`config.mk`:
```
export PLATFORM = sky130hd
export DESIGN_NAME = power_sequencer_cooling_interlock
export DESIGN_NICKNAME = d
export VERILOG_FILES = /design/src/hw/rtl/psci_pkg.sv /design/src/hw/rtl/power_sequencer_cooling_interlock.sv /design/src/hw/rtl/psci_cfg_regs.sv /design/src/hw/rtl/psci_core.sv
export SDC_FILE = /design/constraint.sdc
export NUM_CORES = 2
export LEC_CHECK = 0
export BUFFER_PORTS_ARGS = -buffer_cell sky130_fd_sc_hd__buf_2
export CELL_PAD_IN_SITES_DETAIL_PLACEMENT = 1
export CELL_PAD_IN_SITES_GLOBAL_PLACEMENT = 1
export CORE_UTILIZATION = 40
export CTS_BUF_LIST = sky130_fd_sc_hd__clkbuf_8
export DETAILED_ROUTE_END_ITERATION = 8
export PLACE_DENSITY = 0.68
export SLEW_MARGIN = 10
export SYNTH_ARGS = -nofsm -noshare
export SYNTH_HDL_FRONTEND = slang
export SYNTH_SLANG_ARGS = --single-unit
```
`constraint.sdc`:
```
create_clock -name aclk -period 13.4 [get_ports aclk]
set_input_delay 0.67 -clock aclk [delete_from_list [all_inputs] [get_ports aclk]]
set_output_delay 0.67 -clock aclk [all_outputs]
set_load 0.1 [all_outputs]
```
`src/hw/rtl/psci_pkg.sv`:
```
`default_nettype none
// ----------------------------------------------------------------------------
// psci_pkg
// Shared types and codes for the power sequencer with cooling interlock.
// ----------------------------------------------------------------------------
package psci_pkg;

    typedef enum logic [1:0] {
        CMD_TICK   = 2'd0,
        CMD_SET    = 2'd1,
        CMD_TOGGLE = 2'd2,
        CMD_ACK    = 2'd3
    } cmd_t;

    typedef enum logic [1:0] {
        PRESS_NONE  = 2'd0,
        PRESS_SHORT = 2'd1,
        PRESS_LONG  = 2'd2
    } press_t;

    typedef enum logic [2:0] {
        REG_SHORT_PRESS  = 3'd0,
        REG_LONG_PRESS   = 3'd1,
        REG_COOLDOWN     = 3'd2,
        REG_SPINUP       = 3'd3,
        REG_COOL_OFF     = 3'd4,
        REG_GRACE        = 3'd5,
        REG_START_POL    = 3'd6,
        REG_RUN_POL      = 3'd7
    } reg_idx_t;

    localparam int NUM_CHANNELS = 4;
    localparam int CFG_DATA_W  = 22;
    localparam int CFG_ADDR_W  = 3;
    localparam int CMD_W       = 2;
    localparam int CH_W        = $clog2(NUM_CHANNELS);

    localparam logic [15:0] RST_SHORT_PRESS = 16'd300;
    localparam logic [15:0] RST_LONG_PRESS  = 16'd6000;
    localparam logic [15:0] RST_COOLDOWN    = 16'd4000;
    localparam logic [21:0] RST_SPINUP      = 22'd10000;
    localparam logic [21:0] RST_COOL_OFF    = 22'd30000;
    localparam logic [21:0] RST_GRACE       = 22'd5000;

    typedef struct packed {
        logic [15:0] short_press_ms;
        logic [15:0] long_press_ms;
        logic [15:0] press_cooldown_ms;
        logic [21:0] spinup_timeout_ms;
        logic [21:0] cool_off_delay_ms;
        logic [21:0] fault_grace_ms;
        logic        start_pol_high;
        logic        run_pol_high;
    } cfg_t;

endpackage
`default_nettype wire

```
`src/hw/rtl/power_sequencer_cooling_interlock.sv`:
```
`default_nettype none
// ----------------------------------------------------------------------------
// power_sequencer_cooling_interlock
// Top level: input register, sequencer core, result register.
// ----------------------------------------------------------------------------
// Each request (tick, set, toggle, fault acknowledge) is captured in an input
// register, applied to the sequencer state registers, and its result is read
// from a result register. A new request is taken every cycle unless m_ready
// stalls the output; throughput is one request per clock while unstalled.
// The result reflects the state after the request. Start line polarity
// follows the configuration register at the time the result is formed.
module power_sequencer_cooling_interlock #(
    parameter int TIME_BITS    = 32
) (
    input  wire logic                            aclk,
    input  wire logic                            aresetn,
    input  wire logic                            cfg_we,
    input  wire logic [psci_pkg::CFG_ADDR_W-1:0] cfg_addr,
    input  wire logic [psci_pkg::CFG_DATA_W-1:0] cfg_wdata,
    input  wire logic                            s_valid,
    output logic                                 s_ready,
    input  wire logic [psci_pkg::CMD_W-1:0]      s_cmd,
    input  wire logic [psci_pkg::CH_W-1:0]       s_channel,
    input  wire logic                            s_turn_on,
    input  wire logic [psci_pkg::NUM_CHANNELS-1:0] s_monitor_levels,
    output logic                                 m_valid,
    input  wire logic                            m_ready,
    output logic [psci_pkg::NUM_CHANNELS-1:0]    m_start_lines,
    output logic [psci_pkg::NUM_CHANNELS-1:0]    m_channel_on,
    output logic                                 m_cooling_fault,
    output logic                                 m_cooling_locked
);
    import psci_pkg::*;

    cfg_t cfg;
    logic in_v_reg;
    logic [CMD_W-1:0] cmd_reg;
    logic [CH_W-1:0]  ch_reg;
    logic on_reg;
    logic [NUM_CHANNELS-1:0] mon_reg;
    logic core_done_reg;
    logic [NUM_CHANNELS-1:0] mon_hold_reg;
    logic [NUM_CHANNELS-1:0] sl, co;
    logic cf, cl;
    logic out_free, stage_adv;

    psci_cfg_regs u_cfg (
        .aclk, .aresetn, .cfg_we, .cfg_addr, .cfg_wdata, .cfg
    );

    // stage 1: input register; stage 2: state applied; stage 3: result reg
    assign out_free  = !m_valid || m_ready;
    assign stage_adv = !core_done_reg || out_free;
    assign s_ready   = !in_v_reg || stage_adv;

    always_ff @(posedge aclk) begin
        if (!aresetn) begin
            in_v_reg <= 1'b0;
        end else if (s_ready) begin
            in_v_reg <= s_valid;
        end
        if (s_ready && s_valid) begin
            cmd_reg <= s_cmd;
            ch_reg  <= s_channel;
            on_reg  <= s_turn_on;
            mon_reg <= s_monitor_levels;
        end
    end

    always_ff @(posedge aclk) begin
        if (!aresetn) begin
            core_done_reg <= 1'b0;
            mon_hold_reg  <= '0;
        end else begin
            if (stage_adv)
                core_done_reg <= in_v_reg;
            if (stage_adv && in_v_reg)
                mon_hold_reg <= mon_reg;
        end
    end

    psci_core #(.TIME_BITS(TIME_BITS)) u_core (
        .aclk, .aresetn,
        .en             (stage_adv && in_v_reg),
        .cmd            (cmd_reg),
        .channel        (ch_reg),
        .turn_on        (on_reg),
        .mon            (mon_reg),
        .mon_res        (mon_hold_reg),
        .cfg,
        .start_lines    (sl),
        .channel_on     (co),
        .cooling_fault  (cf),
        .cooling_locked (cl)
    );

    always_ff @(posedge aclk) begin
        if (!aresetn) begin
            m_valid <= 1'b0;
        end else if (out_free) begin
            m_valid <= core_done_reg;
        end
        if (out_free && core_done_reg) begin
            m_start_lines    <= sl;
            m_channel_on     <= co;
            m_cooling_fault  <= cf;
            m_cooling_locked <= cl;
        end
    end

    a_hold: assert property (@(posedge aclk) disable iff (!aresetn)
        m_valid && !m_ready |=> m_valid && $stable(m_channel_on))
        else $error("result dropped while stalled");
    a_flow: assert property (@(posedge aclk) disable iff (!aresetn)
        core_done_reg && !out_free |=> core_done_reg)
        else $error("applied request lost");
    a_rdy: assert property (@(posedge aclk) disable iff (!aresetn)
        !in_v_reg |-> s_ready)
        else $error("input stalled while empty");

endmodule
`default_nettype wire

```
`src/hw/rtl/psci_cfg_regs.sv`:
```
`default_nettype none
// ----------------------------------------------------------------------------
// psci_cfg_regs
// Configuration register file with write-only access.
// ----------------------------------------------------------------------------
module psci_cfg_regs (
    input  wire logic                           aclk,
    input  wire logic                           aresetn,
    input  wire logic                           cfg_we,
    input  wire logic [psci_pkg::CFG_ADDR_W-1:0] cfg_addr,
    input  wire logic [psci_pkg::CFG_DATA_W-1:0] cfg_wdata,
    output psci_pkg::cfg_t                      cfg
);
    import psci_pkg::*;

    cfg_t cfg_reg;

    always_ff @(posedge aclk) begin
        if (!aresetn) begin
            cfg_reg.short_press_ms       <= RST_SHORT_PRESS;
            cfg_reg.long_press_ms        <= RST_LONG_PRESS;
            cfg_reg.press_cooldown_ms    <= RST_COOLDOWN;
            cfg_reg.spinup_timeout_ms    <= RST_SPINUP;
            cfg_reg.cool_off_delay_ms    <= RST_COOL_OFF;
            cfg_reg.fault_grace_ms       <= RST_GRACE;
            cfg_reg.start_pol_high       <= 1'b1;
            cfg_reg.run_pol_high         <= 1'b0;
        end else if (cfg_we) begin
            case (reg_idx_t'(cfg_addr))
                REG_SHORT_PRESS: cfg_reg.short_press_ms       <= cfg_wdata[15:0];
                REG_LONG_PRESS:  cfg_reg.long_press_ms        <= cfg_wdata[15:0];
                REG_COOLDOWN:    cfg_reg.press_cooldown_ms    <= cfg_wdata[15:0];
                REG_SPINUP:      cfg_reg.spinup_timeout_ms    <= cfg_wdata;
                REG_COOL_OFF:    cfg_reg.cool_off_delay_ms    <= cfg_wdata;
                REG_GRACE:       cfg_reg.fault_grace_ms       <= cfg_wdata;
                REG_START_POL:   cfg_reg.start_pol_high       <= cfg_wdata[0];
                REG_RUN_POL:     cfg_reg.run_pol_high         <= cfg_wdata[0];
                default: ;
            endcase
        end
    end

    assign cfg = cfg_reg;

endmodule
`default_nettype wire

```
`src/hw/rtl/psci_core.sv`:
```
`default_nettype none
// ----------------------------------------------------------------------------
// psci_core
// Sequencer state and next-state logic; one request applied per enable.
// ----------------------------------------------------------------------------
module psci_core #(
    parameter int TIME_BITS    = 32
) (
    input  wire logic                     aclk,
    input  wire logic                     aresetn,
    input  wire logic                     en,
    input  wire logic [psci_pkg::CMD_W-1:0] cmd,
    input  wire logic [psci_pkg::CH_W-1:0]  channel,
    input  wire logic                     turn_on,
    input  wire logic [psci_pkg::NUM_CHANNELS-1:0] mon,
    input  wire logic [psci_pkg::NUM_CHANNELS-1:0] mon_res,
    input  wire psci_pkg::cfg_t           cfg,
    output logic [psci_pkg::NUM_CHANNELS-1:0] start_lines,
    output logic [psci_pkg::NUM_CHANNELS-1:0] channel_on,
    output logic                          cooling_fault,
    output logic                          cooling_locked
);
    import psci_pkg::*;

    localparam int NPC  = NUM_CHANNELS - 1;
    localparam int COOL = NUM_CHANNELS - 1;

    typedef logic [TIME_BITS-1:0] tm_t;

    tm_t        now_reg, now_next;
    logic       cc_reg, cc_next, ca_reg, ca_next, op_reg, op_next;
    logic       fl_reg, fl_next, gr_reg, gr_next;
    tm_t        offd_reg, offd_next, grd_reg, grd_next;
    press_t     req_reg [NPC], req_next [NPC];
    logic [NPC-1:0] prs_reg, prs_next, sw_reg, sw_next;
    tm_t        pend_reg [NPC], pend_next [NPC];
    tm_t        cdu_reg [NPC], cdu_next [NPC];
    tm_t        sdl_reg [NPC], sdl_next [NPC];

    logic [NUM_CHANNELS-1:0] run;
    logic [NUM_CHANNELS-1:0] run_res;

    function automatic logic reached(input tm_t now, input tm_t dl);
        tm_t d;
        d = now - dl;
        return ~d[TIME_BITS-1];
    endfunction

    function automatic tm_t later(input tm_t now, input logic [21:0] dt);
        return now + tm_t'(dt);
    endfunction

    assign run     = ~(mon ^ {NUM_CHANNELS{cfg.run_pol_high}});
    assign run_res = ~(mon_res ^ {NUM_CHANNELS{cfg.run_pol_high}});

    always_comb begin
        logic any_on, pc_run, on_v, cur;
        logic [CH_W-1:0] ch;
        now_next  = now_reg;
        cc_next   = cc_reg;
        ca_next   = ca_reg;
        op_next   = op_reg;
        fl_next   = fl_reg;
        gr_next   = gr_reg;
        offd_next = offd_reg;
        grd_next  = grd_reg;
        prs_next  = prs_reg;
        sw_next   = sw_reg;
        for (int p = 0; p < NPC; p++) begin
            req_next[p]  = req_reg[p];
            pend_next[p] = pend_reg[p];
            cdu_next[p]  = cdu_reg[p];
            sdl_next[p]  = sdl_reg[p];
        end
        ch     = channel;
        on_v   = turn_on;
        any_on = |(sw_reg | run[NPC-1:0]);
        pc_run = 1'b0;
        cur    = 1'b0;
        case (cmd_t'(cmd))
            CMD_TICK: begin
                now_next = now_reg + tm_t'(1);
                for (int p = 0; p < NPC; p++) begin
                    if (prs_reg[p]) begin
                        if (reached(now_next, pend_reg[p])) begin
                            prs_next[p] = 1'b0;
                            cdu_next[p] = later(now_next, {6'd0, cfg.press_cooldown_ms});
                        end
                    end else if (req_reg[p] != PRESS_NONE) begin
                        pend_next[p] = later(now_next, (req_reg[p] == PRESS_SHORT)
                            ? {6'd0, cfg.short_press_ms} : {6'd0, cfg.long_press_ms});
                        prs_next[p] = 1'b1;
                        req_next[p] = PRESS_NONE;
                    end
                end
                for (int p = 0; p < NPC; p++) begin
                    if (sw_next[p]) begin
                        if (run[COOL]) begin
                            if (req_next[p] == PRESS_NONE && !prs_next[p]
                                && reached(now_next, cdu_next[p]))
                                req_next[p] = PRESS_SHORT;
                            sw_next[p] = 1'b0;
                        end else if (reached(now_next, sdl_reg[p])) begin
                            sw_next[p] = 1'b0;
                            fl_next = 1'b1;
                        end
                    end
                end
                any_on = |(sw_next | run[NPC-1:0]);
                if (cc_next && ca_next && !any_on) begin
                    if (!op_reg) begin
                        op_next   = 1'b1;
                        offd_next = later(now_next, cfg.cool_off_delay_ms);
                    end else if (reached(now_next, offd_reg)) begin
                        cc_next = 1'b0;
                        ca_next = 1'b0;
                        op_next = 1'b0;
                    end
                end else begin
                    op_next = 1'b0;
                end
                pc_run = |run[NPC-1:0];
                if (pc_run && !run[COOL]) begin
                    if (!cc_next) begin
                        cc_next = 1'b1;
                        ca_next = 1'b1;
                    end
                    if (!gr_reg) begin
                        gr_next  = 1'b1;
                        grd_next = later(now_next, cfg.fault_grace_ms);
                    end else if (reached(now_next, grd_reg)) begin
                        for (int p = 0; p < NPC; p++) begin
                            sw_next[p] = 1'b0;
                            if (run[p])
                                req_next[p] = PRESS_LONG;
                        end
                        fl_next = 1'b1;
                        gr_next = 1'b0;
                    end
                end else begin
                    gr_next = 1'b0;
                end
            end
            CMD_SET, CMD_TOGGLE: begin
                if (ch < NUM_CHANNELS) begin
                    if (cmd_t'(cmd) == CMD_TOGGLE) begin
                        if (ch == COOL)
                            cur = cc_reg;
                        else
                            cur = sw_reg[ch] | run[ch];
                        on_v = ~cur;
                    end
                    if (ch == COOL) begin
                        if (on_v || !any_on) begin
                            cc_next = on_v;
                            ca_next = 1'b0;
                            op_next = 1'b0;
                        end
                    end else if (on_v) begin
                        if (!(sw_reg[ch] | run[ch])) begin
                            if (!cc_reg) begin
                                cc_next = 1'b1;
                                ca_next = 1'b1;
                            end
                            op_next = 1'b0;
                            if (run[COOL]) begin
                                if (req_reg[ch] == PRESS_NONE && !prs_reg[ch]
                                    && reached(now_reg, cdu_reg[ch]))
                                    req_next[ch] = PRESS_SHORT;
                                sw_next[ch] = 1'b0;
                            end else begin
                                sw_next[ch]  = 1'b1;
                                sdl_next[ch] = later(now_reg, cfg.spinup_timeout_ms);
                            end
                        end
                    end else begin
                        sw_next[ch] = 1'b0;
                        if (run[ch] && req_reg[ch] == PRESS_NONE && !prs_reg[ch]
                            && reached(now_reg, cdu_reg[ch]))
                            req_next[ch] = PRESS_SHORT;
                    end
                end
            end
            CMD_ACK: fl_next = 1'b0;
            default: ;
        endcase
    end

    always_ff @(posedge aclk) begin
        if (!aresetn) begin
            now_reg  <= '0;
            cc_reg   <= 1'b0;
            ca_reg   <= 1'b0;
            op_reg   <= 1'b0;
            fl_reg   <= 1'b0;
            gr_reg   <= 1'b0;
            offd_reg <= '0;
            grd_reg  <= '0;
            prs_reg  <= '0;
            sw_reg   <= '0;
            for (int p = 0; p < NPC; p++) begin
                req_reg[p]  <= PRESS_NONE;
                pend_reg[p] <= '0;
                cdu_reg[p]  <= '0;
                sdl_reg[p]  <= '0;
            end
        end else if (en) begin
            now_reg  <= now_next;
            cc_reg   <= cc_next;
            ca_reg   <= ca_next;
            op_reg   <= op_next;
            fl_reg   <= fl_next;
            gr_reg   <= gr_next;
            offd_reg <= offd_next;
            grd_reg  <= grd_next;
            prs_reg  <= prs_next;
            sw_reg   <= sw_next;
            for (int p = 0; p < NPC; p++) begin
                req_reg[p]  <= req_next[p];
                pend_reg[p] <= pend_next[p];
                cdu_reg[p]  <= cdu_next[p];
                sdl_reg[p]  <= sdl_next[p];
            end
        end
    end

    // result fields from the state after the request; polarity live
    always_comb begin
        start_lines = {cc_reg == cfg.start_pol_high,
                       prs_reg ^ {NPC{~cfg.start_pol_high}}};
        channel_on     = {cc_reg, sw_reg | run_res[NPC-1:0]};
        cooling_fault  = fl_reg;
        cooling_locked = |(sw_reg | run_res[NPC-1:0]);
    end

    a_lock: assert property (@(posedge aclk) disable iff (!aresetn)
        cooling_locked == |channel_on[NPC-1:0])
        else $error("lock flag disagrees with PC on bits");
    a_ack: assert property (@(posedge aclk) disable iff (!aresetn)
        en && cmd_t'(cmd) == CMD_ACK |=> !fl_reg)
        else $error("fault not cleared by acknowledge");
    a_tick: assert property (@(posedge aclk) disable iff (!aresetn)
        en && cmd_t'(cmd) != CMD_TICK |=> $stable(now_reg))
        else $error("time moved on a command");
    a_press: assert property (@(posedge aclk) disable iff (!aresetn)
        (prs_reg & ~prs_next) != '0 && en |-> cmd_t'(cmd) == CMD_TICK)
        else $error("press released off a tick");

endmodule
`default_nettype wire

```
# After elaboration in Yosys (flattened, before gate mapping)
# Memory sizes are Yosys's and may differ from the RTL's. A register that Yosys moved wholly into a read port is not among the register bits.
# Cells that the tools add are included.
# totals
ramBits	294
output_inout_bits	12
rom_bits	0
inputBits	39
word_cells	347
n_memories	4
reg_bits	248
latch_bits	0
# op_classes
div_mod_pow	0
n_mux	168
bitwise_logic	36
reduce_logical	64
eq_ne	21
mul	0
add_sub_neg	20
n_lt_le_gt_ge	4
n_shift	0
# memory_table
name	words	width	read_ports	rd_ports_with_merged_regs	wr	line_no	rtl
u_core.cdu_reg	3	32	4	1	3	psci_core.sv:37	tm_t cdu_reg [NPC], cdu_next [NPC];
u_core.pend_reg	3	32	3	0	3	psci_core.sv:36	tm_t pend_reg [NPC], pend_next [NPC];
u_core.sdl_reg	3	32	3	0	3	psci_core.sv:38	tm_t sdl_reg [NPC], sdl_next [NPC];
u_core.req_reg	3	2	4	1	3	psci_core.sv:34	press_t req_reg [NPC], req_next [NPC];
# ops
op	n
$mux 32	25
$mux 96	7
$sub 32x32->32	12
$add 32x22->32	6
$bwmux 96	1
$mux 1	77
$demux 32 s2	1
$mux 2	27
$mux 6	9
$mux 16	3
$add 32x1->32 const B	1
$add 32x16->32	1
$mux 3	7
$reduce_and 2->1	10
$logic_and 1x1->1	19
$or 3x3->3	5
$or 1x1->1	13
$eq 3x3->1 const B	4
$pmux 6 s2	1
$reduce_and 4->1	3
$reduce_or 3->1	4
$logic_not 1->1	10
$logic_not 2->1	5
$reduce_bool 2->1	5
other kinds (30)	57

# Depth between registers and ports, before layout
# depth
ltp_word	17
depth_mapped	32
depth_no_buf	30

# By module
# From an unflattened synthesis, not the netlist that was laid out.
# hier_totals
cells_unflattened	4427
hier_area_um2	40246.1
# by_module_without_submodules
module	instances	area_per_inst_um2	seq_area_each_um2	cells_each
psci_core	1	34927.2	10970.5	3950
psci_cfg_regs	1	4453.0	2322.2	427
power_sequencer_cooling_interlock	1	865.8	710.7	50

# Worst setup path after synthesis
# Ideal clock, no wire load.
# synth_path
kind	reg2reg
startpoint	register ch_reg[0] (netlist name)
endpoint	memory u_core.sdl_reg[0][0] (netlist name) (enable)
path_stages_with_launch	10
n_path_buf	1
t_required_ns	12.717
arrival_ns	9.122
period_less_slack_ns	9.806
setup_ns	0.683
path_slack_ns	3.594
cell_sequence	edfxtp_1 mux4_2 xnor2_1 a211oi_1 nand2_1 o211ai_1 o21ai_0 clkbuf_1 or2_2 o21ai_0
# synth_lines
item	line_no
to (decl)	psci_core.sv:38

==> results.yml <==
pwr:
  power.density_nw_per_um2: 93.6
  ir_drop_mv: 0.0710
  power.net_switching_mw: 1.17
  internal-power_mw: 2.92
  power_frac_comb: 0.109
  p_sw_frac: 0.286
  p_leak_nw: 19.0
  clock_power_share: 0.430
  share_seq_of_total_power: 0.460
worst_setup_path:
  cp_max_fo: 34
  cp_slowest_stage_delay_ps: 770
  startpoint_type: "flop"
  reg2reg_to: "u_core.req_reg[0][0]"
  crit_top_cell: "a21o_1"
  r2r-start: "u_core.now_reg[0]"
  end_kind: "flop"
  rrSetupSlack_ps: 4360
  slowest_stage: "clkinv_1"
  worst_r2r_path_depth: 31
  worstPathArrival_ps: 9500
  required_ps: 13860
  crit_type: "reg2reg"
timing:
  max_clock_freq_mhz: 111
  hold_viol: 0
  worst_slack_ps: 4360
  holdWs_ps: 97.3
  min_period_over_period: 0.674
  skew_ps: 46.2
  slew_viol_final: 0
  setup_tns_ps: 0
  rsz0062_at_grt: "false"
  min_period_ps: 9040
  max_slew_margin: 0.223
  setup-violations-final: 0
  worstMarginPinSlew_ps: 1160
placement:
  preCtsSetupSlack_ps: 4520
  numPortBuffers: 50
  gp_congestion: 0.913
  dp_hpwl_mm: 104
  placedCellCount: 5724
  post_dp_cell_area_sq_um: 41400
routing:
  vias: 34200
  drtPass1Iterations: 7
  drt_iter0_drc: 2184
  vias_per_cell: 5.76
  wirelength_mm: 143
  routedWlPerCell_um: 24.2
  antenna_left: 0
  drc: 0
final_layout:
  areaGrowthSynthToFinish_pct: 10.4
  fin_area_sq_um: 43600
  nets: 5085
  largest_reg_flops: 116
  layout.cells.non_filler: 5930
  drive_gt1_frac: 0.0907
die:
  core_area_sq_um: 97300
  ios: 51
  die_y_um: 316
  start_util: 0.406
  die_x_um: 316
  std_cell_rows: 114
  dieArea_sq_um: 100000
clock_tree:
  cts_buffer_depth: 3
  cts-resized-gates: 0
  clock-sinks: 544
  cts_root_buf: "clkbuf_8"
  cts_tree: "built"
  cts_setup_buffers: 0
  insertion_delay_ps: 770
  numCtsBuffers: 107
  hold_buffers: 0
  path_clk_slew_ps: 60
  htree_levels: 3
yosys:
  synth_top_flop_cell: "edfxtp_1"
  seq_area_frac_synth: 0.355
  synth-seq-cells: 544
  synth_nets: 5023
  yosysWarnings: 0
  syn_avg_cell_area_sq_um: 8.79
  synthArstFlopShare: 0
  syn_inst: 4495
  synth_area_sq_um: 39500
  synthDistinctLibCells: 101
  synth_edf_count: 313
global_route:
  track_usage: 0.284
  grt_overflow: 0
  grt_pass1_vias: 35100
  antenna_found_initial: 1
  grt_max_degree: 84
  grt_pass1_wl_mm: 215
hold_path:
  hold_class: "in2reg"
  min_to: "mon_reg[2]"
  min_from: "s_monitor_levels[2]"
  holdPathStages: 1
run:
  max_cap_viol_count: 0
outcome:
  status: "complete, no violations"
routing by layer:
layer / up-vias / routed length (um) / track usage
met5: - / 0 / 0
li1: 16100 / - / -
met3: 258 / 6840 / 0.0401
met2: 860 / 67400 / 0.480
met1: 16900 / 63700 / 0.369
met4: 0 / 5250 / 0.102
synthesized netlist by cell type (8+ instances only):
master	n	share of area
o2111ai_1	12	0.0027
nand2_1	600	0.057
dfxtp_1	231	0.12
nand4_1	73	0.012
o21a_1	34	0.0065
buf_2	19	0.0024
nor3_1	52	0.0066
or2_2	14	0.0022
or4_1	8	0.0015
a2111oi_0	9	0.0020
mux2i_1	156	0.040
or3_1	28	0.0044
and2_1	8	0.0013
o211ai_1	16	0.0030
a21boi_0	13	0.0025
nor2b_1	45	0.0071
xor2_1	74	0.016
ha_1	482	0.15
nor2_1	437	0.042
nand3_1	123	0.016
clkbuf_1	146	0.014
a31oi_1	23	0.0036
a21oi_1	423	0.054
edfxtp_1	313	0.24
a211oi_1	63	0.012
a32o_1	9	0.0023
o21bai_1	12	0.0023
a21o_1	112	0.021
nand2b_1	38	0.0060
mux2_2	50	0.014
and4_1	17	0.0038
o311ai_0	8	0.0018
o21ai_0	179	0.023
o31ai_1	10	0.0019
and3_1	40	0.0063
nor4_1	8	0.0013
inv_1	297	0.028
xnor2_1	159	0.035
cell usage in the layout (no fill, tap or decap), drive strengths merged, types with 126 or more instances in the layout:
master / n
a21oi: 423
mux2i: 156
xnor2: 161
inv: 349
edfxtp: 313
clkbuf: 132
o21ai: 183
dfxtp: 231
ha: 482
nor2: 441
nand2: 600
buf: 134
nand3: 126
worst max-delay path, delay by kind of cell, from the launching register on:
family / cells / cell delay (ps)
compound gates: 11 / 2470
xor+xnor: 2 / 900
mux: 1 / 310
simple gates: 11 / 2060
flops: 1 / 310
fa+ha+maj: 2 / 830
buf+inv: 4 / 1810
worst max-delay path by stage:
stage / from / end / slack, ps / cells after the start
after floorplan: ch_reg[0] / u_core.sdl_reg[0][0] / 3590 / 9
after global placement: u_core.now_reg[0] / u_core.req_reg[0][0] / 4630 / 31
after detailed placement: u_core.now_reg[0] / u_core.req_reg[0][0] / 4520 / 31
after CTS: u_core.now_reg[0] / u_core.req_reg[0][0] / 4460 / 31
after global routing: u_core.now_reg[0] / u_core.req_reg[0][0] / 3910 / 31
final: u_core.now_reg[0] / u_core.req_reg[0][0] / 4360 / 31
power by group through the flow:
stage	registers, mW	logic (mW)	clock network, mW
floorplan	1.91	0.278	0
global placement	1.91	0.434	0
detailed placement	1.92	0.442	0
CTS	1.88	0.446	1.80
global route	1.89	0.485	1.86
finish	1.88	0.446	1.76
logic make-up after synthesis:
logic type,count (synthesis),share of synthesized area
simple gates,1527,0.174
compound gates,1002,0.157
flops,544,0.355
fa+ha+maj,492,0.157
buf+inv,485,0.0487
xor+xnor,238,0.0544
mux,207,0.0543
cell type report:
class | instances | area, sq um
clock inverter | 72 | 384
inverter | 304 | 1150
multi-input combinational | 3466 | 23800
antenna | 2 | 5.00
fill | 11500 | 53600
sequential | 544 | 14000
timing repair buffer | 134 | 881
clock buffer | 132 | 1820
tap | 1276 | 1600
stage by stage:
stage / utilization / total power, mW
final: 0.449 / 4.09
after global placement: 0.426 / 2.35
after detailed placement: 0.426 / 2.36
after floorplan: - / 2.19
after CTS: 0.449 / 4.12
after global routing: 0.449 / 4.23
Power figures use the tool's default switching activity.
